**config.mk**
```make
export PLATFORM = sky130hd
export DESIGN_NAME = typed_frame_deframer_unit
export DESIGN_NICKNAME = d
export VERILOG_FILES = /design/src/sv/tfd_pkg.sv /design/src/sv/typed_frame_deframer_unit.sv /design/src/sv/tfd_front.sv /design/src/sv/tfd_cmd_fifo.sv /design/src/sv/tfd_back.sv
export SDC_FILE = /design/constraint.sdc
export NUM_CORES = 1
export LEC_CHECK = 0
export ABC_AREA = 1
export BUFFER_PORTS_ARGS = -buffer_cell sky130_fd_sc_hd__buf_2
export CAP_MARGIN = 10
export CORE_MARGIN = 3
export CORE_UTILIZATION = 60
export CTS_CLUSTER_SIZE = 12
export DETAILED_ROUTE_END_ITERATION = 12
export PLACE_DENSITY = 0.8
export SYNTH_ARGS = -nofsm -noshare
export SYNTH_HDL_FRONTEND = slang
export SYNTH_HIERARCHICAL = 1
export SYNTH_SLANG_ARGS = --single-unit
```
**constraint.sdc**
```tcl
create_clock -name clk -period 7.6 [get_ports clk]
set_input_delay 1.52 -clock clk [delete_from_list [all_inputs] [get_ports clk]]
set_output_delay 1.52 -clock clk [all_outputs]
set_load 0.05 [all_outputs]
```
**src/sv/tfd_pkg.sv**
```systemverilog
// Shared constants, types and codes for the typed frame deframer.
`timescale 1ns / 1ps
package tfd_pkg;

    localparam int MAX_LEN    = 64;
    localparam int CHANNELS   = 2;
    localparam int RES_LIMIT  = 64;
    localparam int FIFO_DEPTH = 2;

    localparam int FILL_W  = $clog2(MAX_LEN);
    localparam int LEN_W   = $clog2(RES_LIMIT + 1);
    localparam int ADDR_W  = $clog2(CHANNELS * MAX_LEN);
    localparam int PTR_W   = (FIFO_DEPTH > 1) ? $clog2(FIFO_DEPTH) : 1;
    localparam int COUNT_W = $clog2(FIFO_DEPTH + 1);

    // Configuration register indexes.
    localparam logic [1:0] CFG_START_CODE = 2'd0;
    localparam logic [1:0] CFG_END_CODE   = 2'd1;
    localparam logic [1:0] CFG_TEXT_TYPE  = 2'd2;
    localparam logic [1:0] CFG_HOST_TYPE  = 2'd3;

    typedef enum logic [1:0] {
        KIND_TEXT  = 2'd0,
        KIND_HOST  = 2'd1,
        KIND_ABORT = 2'd2
    } kind_t;

    typedef enum logic [1:0] {
        ST_IDLE,
        ST_FETCH,
        ST_SEND
    } back_state_t;

    // One unit of work handed from the front to the back.
    typedef struct packed {
        logic             ch;
        kind_t            kind;
        logic [LEN_W-1:0] len;
    } cmd_t;

    typedef struct packed {
        logic              en;
        logic [ADDR_W-1:0] addr;
        logic [7:0]        data;
    } store_wr_t;

    typedef struct packed {
        logic full;
        logic empty;
    } fifo_stat_t;

endpackage

```
**src/sv/typed_frame_deframer_unit.sv**
```systemverilog
// Top level of the typed frame deframer: front end, command queue and back end.
// A closing word gives a host request, abort flag or empty message on the output once it has
// passed the command queue and the output register; a text payload is read from the store word
// by word, with a fetch step and then a send step for each word.
// Input words are taken one per cycle while the command queue has room; a word to be stored
// also waits while any command is queued or a text payload is being sent. Reset clears
// control state and the code registers; the frame store is not cleared, as only bytes
// written in the open frame are read.
`timescale 1ns / 1ps
module typed_frame_deframer_unit
(
    input  logic        clk,
    input  logic        rst_n,
    input  logic        s_tvalid,
    output logic        s_tready,
    input  logic [7:0]  s_tdata,   // [7:0] rx_byte
    input  logic [0:0]  s_tuser,   // [0] channel
    output logic        m_tvalid,
    input  logic        m_tready,
    output logic [15:0] m_tdata,   // [7:0] payload_byte, [8] has_byte, rest zero
    output logic [2:0]  m_tuser,   // [0] out_channel, [2:1] kind
    output logic        m_tlast,
    input  logic        cfg_we,
    input  logic [1:0]  cfg_index,
    input  logic [7:0]  cfg_data
);

    tfd_pkg::fifo_stat_t fifo_stat;
    tfd_pkg::cmd_t       push_cmd;
    tfd_pkg::cmd_t       pop_cmd;
    tfd_pkg::store_wr_t  wr;
    logic                push;
    logic                pop;
    logic                back_busy;

    tfd_front u_front
    (
        .clk       (clk),
        .rst_n     (rst_n),
        .s_tvalid  (s_tvalid),
        .s_tready  (s_tready),
        .channel   (s_tuser[0]),
        .rx_byte   (s_tdata),
        .cfg_we    (cfg_we),
        .cfg_index (cfg_index),
        .cfg_data  (cfg_data),
        .fifo_stat (fifo_stat),
        .back_busy (back_busy),
        .push      (push),
        .push_cmd  (push_cmd),
        .wr        (wr)
    );

    tfd_cmd_fifo u_cmd_fifo
    (
        .clk      (clk),
        .rst_n    (rst_n),
        .push     (push),
        .push_cmd (push_cmd),
        .pop      (pop),
        .pop_cmd  (pop_cmd),
        .stat     (fifo_stat)
    );

    tfd_back u_back
    (
        .clk       (clk),
        .rst_n     (rst_n),
        .wr        (wr),
        .fifo_stat (fifo_stat),
        .pop_cmd   (pop_cmd),
        .pop       (pop),
        .busy      (back_busy),
        .m_tvalid  (m_tvalid),
        .m_tready  (m_tready),
        .m_tdata   (m_tdata),
        .m_tuser   (m_tuser),
        .m_tlast   (m_tlast)
    );

endmodule

```
**src/sv/tfd_front.sv**
```systemverilog
// Front end: accepts received words, tracks per-channel frames and issues commands.
`timescale 1ns / 1ps
module tfd_front
(
    input  logic                 clk,
    input  logic                 rst_n,
    input  logic                 s_tvalid,
    output logic                 s_tready,
    input  logic                 channel,
    input  logic [7:0]           rx_byte,
    input  logic                 cfg_we,
    input  logic [1:0]           cfg_index,
    input  logic [7:0]           cfg_data,
    input  tfd_pkg::fifo_stat_t  fifo_stat,
    input  logic                 back_busy,
    output logic                 push,
    output tfd_pkg::cmd_t        push_cmd,
    output tfd_pkg::store_wr_t   wr
);

    logic [7:0] start_code_reg;
    logic [7:0] end_code_reg;
    logic [7:0] text_type_reg;
    logic [7:0] host_type_reg;

    logic                      in_frame_reg [tfd_pkg::CHANNELS];
    logic [tfd_pkg::FILL_W-1:0] fill_reg    [tfd_pkg::CHANNELS];
    logic [7:0]                type_reg     [tfd_pkg::CHANNELS];
    logic [7:0]                lenb_reg     [tfd_pkg::CHANNELS];

    logic                       ch_ok;
    logic                       open_frame;
    logic [tfd_pkg::FILL_W-1:0] fill;
    logic                       is_start;
    logic                       is_end;
    logic                       is_zero;
    logic                       data_byte;
    logic                       store_byte;
    logic                       overflow;
    logic                       is_close;
    logic                       drain_busy;
    logic                       accept;
    logic [8:0]                 avail;
    logic [8:0]                 cnt;
    logic                       type_text;
    logic                       type_host;

    always_comb
    begin
        ch_ok      = (32'(channel) < tfd_pkg::CHANNELS);
        open_frame = in_frame_reg[channel] && ch_ok;
        fill       = fill_reg[channel];
        is_start   = (rx_byte == start_code_reg);
        is_end     = (rx_byte == end_code_reg);
        is_zero    = (rx_byte == 8'd0);
        data_byte  = open_frame && !is_start && !is_end && !is_zero;
        store_byte = data_byte && (fill < tfd_pkg::FILL_W'(tfd_pkg::MAX_LEN - 1));
        overflow   = data_byte && (fill == tfd_pkg::FILL_W'(tfd_pkg::MAX_LEN - 1));
        is_close   = open_frame && !is_start && is_end;
        type_text  = (type_reg[channel] == text_type_reg);
        type_host  = (type_reg[channel] == host_type_reg);

        // The store must not be overwritten while a text payload still waits to be read.
        drain_busy = !fifo_stat.empty || back_busy;
        s_tready   = !fifo_stat.full && !(store_byte && drain_busy);
        accept     = s_tvalid && s_tready;

        // Payload length clamped to the bytes after the length byte and to the result limit.
        avail = 9'(fill) - 9'd2;
        cnt   = {1'b0, lenb_reg[channel]};
        if (fill < tfd_pkg::FILL_W'(2))
        begin
            cnt = 9'd0;
        end
        else if (cnt > avail)
        begin
            cnt = avail;
        end
        if (cnt > 9'(tfd_pkg::RES_LIMIT))
        begin
            cnt = 9'(tfd_pkg::RES_LIMIT);
        end

        push_cmd.ch   = channel;
        push_cmd.len  = tfd_pkg::LEN_W'(cnt);
        push_cmd.kind = overflow  ? tfd_pkg::KIND_ABORT :
                        type_text ? tfd_pkg::KIND_TEXT  : tfd_pkg::KIND_HOST;
        push = accept && (overflow ||
               (is_close && (fill != '0) &&
                (type_text || (type_host && (fill == tfd_pkg::FILL_W'(1))))));

        wr.en   = accept && store_byte;
        wr.addr = tfd_pkg::ADDR_W'(32'(channel) * tfd_pkg::MAX_LEN) + tfd_pkg::ADDR_W'(fill);
        wr.data = rx_byte;
    end

    always_ff @(posedge clk or negedge rst_n)
    begin
        if (!rst_n)
        begin
            start_code_reg <= '0;
            end_code_reg   <= '0;
            text_type_reg  <= '0;
            host_type_reg  <= '0;
            for (int i = 0; i < tfd_pkg::CHANNELS; i++)
            begin
                in_frame_reg[i] <= 1'b0;
                fill_reg[i]     <= '0;
            end
        end
        else
        begin
            if (cfg_we)
            begin
                unique case (cfg_index)
                    tfd_pkg::CFG_START_CODE: start_code_reg <= cfg_data;
                    tfd_pkg::CFG_END_CODE:   end_code_reg   <= cfg_data;
                    tfd_pkg::CFG_TEXT_TYPE:  text_type_reg  <= cfg_data;
                    tfd_pkg::CFG_HOST_TYPE:  host_type_reg  <= cfg_data;
                    default: ;
                endcase
            end
            if (accept && ch_ok)
            begin
                if (!in_frame_reg[channel] && is_start)
                begin
                    in_frame_reg[channel] <= 1'b1;
                    fill_reg[channel]     <= '0;
                end
                else if (is_close || overflow)
                begin
                    in_frame_reg[channel] <= 1'b0;
                    fill_reg[channel]     <= '0;
                end
                else if (store_byte)
                begin
                    fill_reg[channel] <= fill + tfd_pkg::FILL_W'(1);
                end
            end
        end
    end

    // Type and length bytes are kept aside so the close decision needs no store read.
    always_ff @(posedge clk)
    begin
        if (wr.en && (fill == '0))
        begin
            type_reg[channel] <= rx_byte;
        end
        if (wr.en && (fill == tfd_pkg::FILL_W'(1)))
        begin
            lenb_reg[channel] <= rx_byte;
        end
    end

    a_no_write_during_drain: assert property (@(posedge clk) disable iff (!rst_n)
        wr.en |-> !drain_busy)
        else $error("frame store written while a payload drain is pending");

endmodule

```
**src/sv/tfd_cmd_fifo.sv**
```systemverilog
// Short command queue between the front end and the back end.
`timescale 1ns / 1ps
module tfd_cmd_fifo
(
    input  logic                 clk,
    input  logic                 rst_n,
    input  logic                 push,
    input  tfd_pkg::cmd_t        push_cmd,
    input  logic                 pop,
    output tfd_pkg::cmd_t        pop_cmd,
    output tfd_pkg::fifo_stat_t  stat
);

    tfd_pkg::cmd_t               slot_reg [tfd_pkg::FIFO_DEPTH];
    logic [tfd_pkg::PTR_W-1:0]   wr_ptr_reg;
    logic [tfd_pkg::PTR_W-1:0]   rd_ptr_reg;
    logic [tfd_pkg::COUNT_W-1:0] count_reg;
    logic [tfd_pkg::PTR_W-1:0]   wr_ptr_next;
    logic [tfd_pkg::PTR_W-1:0]   rd_ptr_next;

    always_comb
    begin
        stat.full  = (count_reg == tfd_pkg::COUNT_W'(tfd_pkg::FIFO_DEPTH));
        stat.empty = (count_reg == '0);
        pop_cmd    = slot_reg[rd_ptr_reg];
        wr_ptr_next = (wr_ptr_reg == tfd_pkg::PTR_W'(tfd_pkg::FIFO_DEPTH - 1)) ?
                      '0 : wr_ptr_reg + tfd_pkg::PTR_W'(1);
        rd_ptr_next = (rd_ptr_reg == tfd_pkg::PTR_W'(tfd_pkg::FIFO_DEPTH - 1)) ?
                      '0 : rd_ptr_reg + tfd_pkg::PTR_W'(1);
    end

    always_ff @(posedge clk or negedge rst_n)
    begin
        if (!rst_n)
        begin
            wr_ptr_reg <= '0;
            rd_ptr_reg <= '0;
            count_reg  <= '0;
        end
        else
        begin
            if (push)
            begin
                wr_ptr_reg <= wr_ptr_next;
            end
            if (pop)
            begin
                rd_ptr_reg <= rd_ptr_next;
            end
            if (push && !pop)
            begin
                count_reg <= count_reg + tfd_pkg::COUNT_W'(1);
            end
            else if (pop && !push)
            begin
                count_reg <= count_reg - tfd_pkg::COUNT_W'(1);
            end
        end
    end

    always_ff @(posedge clk)
    begin
        if (push)
        begin
            slot_reg[wr_ptr_reg] <= push_cmd;
        end
    end

    a_no_push_when_full: assert property (@(posedge clk) disable iff (!rst_n)
        push |-> !stat.full)
        else $error("command pushed into a full queue");

    a_no_pop_when_empty: assert property (@(posedge clk) disable iff (!rst_n)
        pop |-> !stat.empty)
        else $error("command popped from an empty queue");

endmodule

```
**src/sv/tfd_back.sv**
```systemverilog
// Back end: holds the frame store, runs commands and drives the result stream.
`timescale 1ns / 1ps
module tfd_back
(
    input  logic                 clk,
    input  logic                 rst_n,
    input  tfd_pkg::store_wr_t   wr,
    input  tfd_pkg::fifo_stat_t  fifo_stat,
    input  tfd_pkg::cmd_t        pop_cmd,
    output logic                 pop,
    output logic                 busy,
    output logic                 m_tvalid,
    input  logic                 m_tready,
    output logic [15:0]          m_tdata,  // [7:0] payload_byte, [8] has_byte, rest zero
    output logic [2:0]           m_tuser,  // [0] out_channel, [2:1] kind
    output logic                 m_tlast
);

    logic [7:0] store_mem [tfd_pkg::CHANNELS * tfd_pkg::MAX_LEN];
    logic [7:0] rdata_reg;

    tfd_pkg::back_state_t       state_reg;
    tfd_pkg::back_state_t       state_next;
    tfd_pkg::cmd_t              cmd_reg;
    tfd_pkg::cmd_t              cmd_next;
    logic [tfd_pkg::LEN_W-1:0]  idx_reg;
    logic [tfd_pkg::LEN_W-1:0]  idx_next;
    logic [tfd_pkg::LEN_W-1:0]  idx_inc;

    logic                       rd_en;
    logic [tfd_pkg::ADDR_W-1:0] rd_addr;

    logic                       out_valid_reg;
    logic                       out_ch_reg;
    tfd_pkg::kind_t             out_kind_reg;
    logic [7:0]                 out_byte_reg;
    logic                       out_has_reg;
    logic                       out_last_reg;

    logic                       out_free;
    logic                       load;
    logic                       ld_ch;
    tfd_pkg::kind_t             ld_kind;
    logic [7:0]                 ld_byte;
    logic                       ld_has;
    logic                       ld_last;

    always_comb
    begin
        out_free   = !out_valid_reg || m_tready;
        state_next = state_reg;
        cmd_next   = cmd_reg;
        idx_next   = idx_reg;
        idx_inc    = idx_reg + tfd_pkg::LEN_W'(1);
        pop        = 1'b0;
        rd_en      = 1'b0;
        rd_addr    = tfd_pkg::ADDR_W'(32'(cmd_reg.ch) * tfd_pkg::MAX_LEN)
                   + tfd_pkg::ADDR_W'(idx_reg) + tfd_pkg::ADDR_W'(2);
        load       = 1'b0;
        ld_ch      = cmd_reg.ch;
        ld_kind    = tfd_pkg::KIND_TEXT;
        ld_byte    = 8'd0;
        ld_has     = 1'b0;
        ld_last    = 1'b1;

        unique case (state_reg)
            tfd_pkg::ST_IDLE:
            begin
                if (!fifo_stat.empty)
                begin
                    if ((pop_cmd.kind == tfd_pkg::KIND_TEXT) && (pop_cmd.len != '0))
                    begin
                        pop        = 1'b1;
                        cmd_next   = pop_cmd;
                        idx_next   = '0;
                        state_next = tfd_pkg::ST_FETCH;
                    end
                    else if (out_free)
                    begin
                        // Host request, abort flag or empty text message: a single word.
                        pop     = 1'b1;
                        load    = 1'b1;
                        ld_ch   = pop_cmd.ch;
                        ld_kind = pop_cmd.kind;
                    end
                end
            end
            tfd_pkg::ST_FETCH:
            begin
                rd_en      = 1'b1;
                state_next = tfd_pkg::ST_SEND;
            end
            tfd_pkg::ST_SEND:
            begin
                if (out_free)
                begin
                    load     = 1'b1;
                    ld_byte  = rdata_reg;
                    ld_has   = 1'b1;
                    ld_last  = (idx_inc == cmd_reg.len);
                    idx_next = idx_inc;
                    state_next = ld_last ? tfd_pkg::ST_IDLE : tfd_pkg::ST_FETCH;
                end
            end
            default:
            begin
                state_next = tfd_pkg::ST_IDLE;
            end
        endcase

        busy = (state_reg != tfd_pkg::ST_IDLE);
    end

    always_ff @(posedge clk or negedge rst_n)
    begin
        if (!rst_n)
        begin
            state_reg     <= tfd_pkg::ST_IDLE;
            out_valid_reg <= 1'b0;
        end
        else
        begin
            state_reg <= state_next;
            if (load)
            begin
                out_valid_reg <= 1'b1;
            end
            else if (m_tready)
            begin
                out_valid_reg <= 1'b0;
            end
        end
    end

    always_ff @(posedge clk)
    begin
        cmd_reg <= cmd_next;
        idx_reg <= idx_next;
        if (load)
        begin
            out_ch_reg   <= ld_ch;
            out_kind_reg <= ld_kind;
            out_byte_reg <= ld_byte;
            out_has_reg  <= ld_has;
            out_last_reg <= ld_last;
        end
    end

    // Frame store: one write port from the front end, one registered read port.
    always_ff @(posedge clk)
    begin
        if (wr.en)
        begin
            store_mem[wr.addr] <= wr.data;
        end
        if (rd_en)
        begin
            rdata_reg <= store_mem[rd_addr];
        end
    end

    assign m_tvalid = out_valid_reg;
    assign m_tdata  = {7'd0, out_has_reg, out_byte_reg};
    assign m_tuser  = {out_kind_reg, out_ch_reg};
    assign m_tlast  = out_last_reg;

    a_fetch_then_send: assert property (@(posedge clk) disable iff (!rst_n)
        (state_reg == tfd_pkg::ST_FETCH) |=> (state_reg == tfd_pkg::ST_SEND))
        else $error("store read not followed by a send step");

    a_send_loads_byte: assert property (@(posedge clk) disable iff (!rst_n)
        ((state_reg == tfd_pkg::ST_SEND) && out_free) |=> (out_valid_reg && out_has_reg))
        else $error("payload word not presented after a send step");

endmodule
```
# ---- Word-level counts from Yosys, hierarchy flattened
# Memories as Yosys holds them, arrays and structs flattened. A register that Yosys moved wholly into a read port is not among the register bits.
# Cells that the tools add are included.
dict set report classes {
  muxes 56
  n_addsub 10
  magnitude_cmp 6
  n_eq_ne 16
  n_bitwise 9
  reduce_logical 61
}
# op n
set ops {}
lappend ops {{$mux 12} 3}
lappend ops {{$eq 8x8->1} 4}
lappend ops {{$mux 1} 29}
lappend ops {{$mux 7} 4}
lappend ops {{$mux 6} 4}
lappend ops {{$logic_and 1x1->1} 21}
lappend ops {{$mux 9} 2}
lappend ops {{$mux 2} 8}
lappend ops {{$pmux 7 s2} 1}
lappend ops {{$reduce_and 2->1} 7}
lappend ops {{$and 12x12->12} 1}
lappend ops {{$bwmux 12} 1}
lappend ops {{$not 12->12} 1}
lappend ops {{$logic_not 1->1} 10}
lappend ops {{$reduce_bool 2->1} 5}
lappend ops {{$gt 8x9->1} 1}
lappend ops {{$gt 9x7->1 const B} 1}
lappend ops {{$eq 2x2->1 const B} 4}
lappend ops {{$logic_not 2->1} 4}
lappend ops {{$logic_not 8->1} 1}
lappend ops {{$add 7x1->7 const B} 1}
lappend ops {{$add 7x2->7 const B} 1}
lappend ops {{$add 7x6->7} 1}
lappend ops {{$add 7x7->7} 1}
lappend ops {{other kinds (32)} 42}
dict set report word_totals {
  out_inout_bits 22
  ramBits 1076
  input_bits 24
  memories 4
  ff_bits 81
  elab_cells 183
}
# memory depth word_bits read_ports rd_ports_with_merged_regs wr line
set mem_list {}
lappend mem_list {u_back.store_mem 128 8 1 1 1 tfd_back.sv:19} ;# logic [7:0] store_mem [tfd_pkg::CHANNELS * tfd_pkg::MAX_LEN];
lappend mem_list {u_cmd_fifo.slot_reg 2 10 1 0 1 tfd_cmd_fifo.sv:14} ;# tfd_pkg::cmd_t slot_reg [tfd_pkg::FIFO_DEPTH];
lappend mem_list {u_front.lenb_reg 2 8 1 0 1 tfd_front.sv:29} ;# logic [7:0] lenb_reg [tfd_pkg::CHANNELS];
lappend mem_list {u_front.type_reg 2 8 1 0 1 tfd_front.sv:28} ;# logic [7:0] type_reg [tfd_pkg::CHANNELS];

# ---- Longest topological paths before layout
dict set report depth {
  depth_word 17
  ltp_mapped 22
  depth_no_buf 22
}

# ---- Cells and area by module
# Netlist, hierarchy kept.
# module cells_each seq_area_each_um2 area_each_um2 instances
set by_module_without_submodules {}
lappend by_module_without_submodules {tfd_back 3726 31905.6 43560.5 1}
lappend by_module_without_submodules {tfd_front 618 2112.0 4745.8 1}
lappend by_module_without_submodules {tfd_cmd_fifo 56 700.7 964.7 1}

# ---- Least setup slack after synthesis
# No wires, ideal clock.
dict set report synth_path {
  kind {input to output}
  from {input port s_tuser}
  to {output port s_tready}
  t_arrival_ns 3.471
  cell_stages 10
  required_time_ns 6.080
  path_slack_ns 2.609
  path_cell_list {buf_6 -> buf_2 -> o21ai_0 -> ha_1 -> nand2_1 -> nor2_2 -> nand3_1 -> nand3_2 -> nand2_1 -> inv_1}
}
dict set report synth_between {
  elab_chain_cells 11
  word_cells_on_any_way 15
}
# item line
set synth_rtl {}
lappend synth_rtl {{from (decl)} typed_frame_deframer_unit.sv:17} ;# input logic [0:0] s_tuser,
lappend synth_rtl {{$not 1->2 (not written as such) (*)} {tfd_front.sv:51, tfd_front.sv:52}}
lappend synth_rtl {{parallel branches: the longest is 6 deep, another holds $lt 6x6->1} -}
lappend synth_rtl {{$logic_and 1x1->1 (*)} tfd_front.sv:57} ;# store_byte = data_byte && (fill < tfd_pkg::FILL_W'(tfd_pkg::MAX_LEN - 1));
lappend synth_rtl {{$logic_and 1x1->1 (*)} tfd_front.sv:65} ;# s_tready = !fifo_stat.full && !(store_byte && drain_busy);
lappend synth_rtl {{$logic_not 1->1 (*)} tfd_front.sv:65}
lappend synth_rtl {{$logic_and 1x1->1 (*)} tfd_front.sv:65}
lappend synth_rtl {{to (decl)} typed_frame_deframer_unit.sv:15} ;# output logic s_tready,
# Every way passes the cells marked *. The select of a mux whose other input is x is not followed.

==> qor.yml <==
global_route:
  grt_use_met2_pct: 44.81
  grt_pass1_wl_um: 184800
  grt_max_degree: 287
  grt_antenna_before_repair: 1
  grtUsageMet3_pct: 5.148
  met1_usage_pct: 38.75
  grt_usage_pct: 28.18
  grt_overflow_total: 0
  top_usage_layer: "met2"
  grt_pass1_vias: 32402
detailed_routing:
  drc: 0
  wl_per_cell_um: 22.26
  drt_iter0_drc: 4823
  drt-total-wl_um: 121400
  ant_nets: 0
  drt-pass1-iter-count: 6
  num_vias: 33428
  vias_per_cell: 6.130
critical_path:
  end_kind: "flip-flop"
  worstSetupStartpointType: "input port"
  cp-startpoint: "s_tuser"
  critPathKind: "in2reg"
  critPathBufInv: 4
  crit_fanout: 46
  r2r-start: "u_front/fill_reg[7]"
  reg2reg_slack_ps: 3030
  cp_top_family: "simple AND/OR/NAND/NOR gates"
  critPathArrivalTime_ps: 5980
  crit_path_cell_trace: "buf_2, nand2_1, o21ai_2, inv_1, ha_1, nand2_1, nor2_2, nand3_1, inv_1, nor2_1, nand4_1, inv_1, nand2_1, nor2_1"
  critPathRequiredTime_ps: 7900
  crit_slowest_cell: "nand2_1"
  slowest_delay_ps: 950
sta:
  fin_ws_ps: 1916
  rsz0062_at_grt: "no"
  setup_viol_count_final: 0
  slew_headroom_pct: 13.50
  worstMarginPinSlew_ps: 1294
  finalHoldViolations: 0
  tns_ps: 0
  timing.final.crit_period_ps: 5684
  skew_ps: 24.49
  maxSlewViolCount: 0
  post-route-period-util_pct: 74.79
  max_freq_mhz: 175.9
synthesis:
  postSynthCellCount: 4400
  synth_seq_area_share_pct: 70.46
  synthTopCellsByArea: "edfxtp_1, nand2_1, nand3_1"
  synth.top_cell.area_share_pct: 67.77
  synth.avg_cell_area_um2: 11.20
  ys_warn_count: 6
  ys_seq_elements: 1165
  syn_area_um2: 49270
  yosysTopAreaCell: "edfxtp_1"
  synth_cell_types: 42
power_and_ir_drop:
  report.power.total_w: 0.01693
  leakagePower_nw: 19.60
  peakVddDrop_mv: 0.2638
  power_density_nw_per_um2: 319.1
floorplan:
  row_count: 104
  die_y_um: 292.6
  io_pins: 46
  core_area_um2: 80940
  die_w_um: 292.6
  start_util_pct: 60.88
  die-area_um2: 85590
layout:
  drive_above_1_share_pct: 6.123
  nets: 4370
  register_area_um2: 34720
  final.fill_count: 5723
  largest_reg_flops: 1024
  area_delta_synth_final_pct: 7.687
  antenna_cells: 0
  fin_util_pct: 65.55
  multiInputGateArea_um2: 12640
clock_tree:
  clockRootBuffer: "clkbuf_16"
  clock-sinks: 1165
  clk_latency_ps: 680
  clk_pin_slew_ps: 60
  htree_levels: 3
  clock_path_buffers: 3
  cts_tree: "yes"
  cts-resized-gates: 0
  hold_buffers: 0
  cts_buffers: 114
  post_cts_buffers: 0
hold_path:
  worstHoldPathType: "reg2reg"
  hold_start: "u_front/fill_reg[9]"
job:
  cap_violations: 0
run_status:
  status: "completed"
placement:
  port_buffers: 38
  hpwl_um: 69750
  gp_congestion: 0.9028
  post-place-ws_ps: 1460
area by class of cell:
type | count | area share, %
tap | 1060 | 2.500
sequential | 1165 | 65.43
clock inverter | 22 | 0.3231
inverter | 146 | 1.082
multi-input combinational | 2833 | 23.83
clock buffer | 158 | 5.881
timing repair buffer | 69 | 0.9527
per-stage QoR:
stage,hold slack (ps),instance area [um2],instances
detailed placement,457.2,49770,5273
CTS,469.7,53060,5453
finish,471.8,53060,5453
global route,505.4,53060,5453
global placement,458.0,49770,5273
floorplan,434.0,49290,4406
per-layer routing:
| metal | vias up | routed length, um |
|---|---|---|
| li1 | 15001 | - |
| met1 | 15867 | 45710 |
| met2 | 2210 | 56730 |
| met5 | - | 0 |
| met4 | 0 | 5054 |
| met3 | 350 | 13900 |
tightest hold or removal path, cell delays in order, from the launching register on:
cell and delay (ps):
dfrtp_1 340, nand2_1 50, nand2_1 50
cell families (layout without fill, tap and decap cells):
group                    Yosys count  after routing  synth area share [%]
AO/OA/AOI/OAI                     57             57                0.6095
XOR/XNOR                          33             33                0.6323
multiplexers                      11             11                0.3174
other                              1              7              0.007611
flip-flops                      1165           1165                 70.46
buffers and inverters            408            395                 3.992
adder cells (fa/ha/maj)           17             17                0.4317
AND/OR/NAND/NOR                 2708           2708                 23.55
worst paths after layout:
kind,cells past startpoint,endpoint
min in group asynchronous,2,u_cmd_fifo/count_reg[0]
max reg2reg,12,u_back/store_mem[11][1]
min reg2reg,2,u_front/fill_reg[9]
min,2,u_front/fill_reg[9]
max in group asynchronous,2,u_front/end_code_reg[0]
max,14,u_back/store_mem[11][1]
placed cells by master (no fill, tap or decap), types with 9 or more instances in the layout:
cell and n:
edfxtp_1 1112, buf_4 34, inv_1 134, mux2_4 9, a21oi_1 9, inv_2 9
nand3_1 971, buf_2 30, xor2_1 16, nor2_1 198, ha_1 16, nor3_1 14
dfrtp_1 53, clkbuf_16 116, nand2_1 1475, clkbuf_1 36, nand4_1 9, xnor2_1 14
o21ai_0 43
power breakdown:
part           switching (W)  leakage, nW  internal, W
logic                0.00331         7.30      0.00119
clock network        0.00225         1.61      0.00286
registers           0.000108         10.7      0.00722
total                0.00567         19.6       0.0113
cells in the mapped netlist, drive strengths merged:
master / number
nor3: 15
mux2: 10
nor2: 207
clkbuf: 56
a31oi: 1
nand2: 1486
nand3: 976
buf: 206
or2: 9
mux2i: 1
ha: 17
o21ai: 46
o21bai: 1
conb: 1
xor2: 18
and2: 1
a21oi: 9
dfrtp: 53
edfxtp: 1112
xnor2: 15
nor4: 1
nand4: 9
inv: 146
nand3b: 4
No activity file was read; power rests on OpenSTA's default activity.
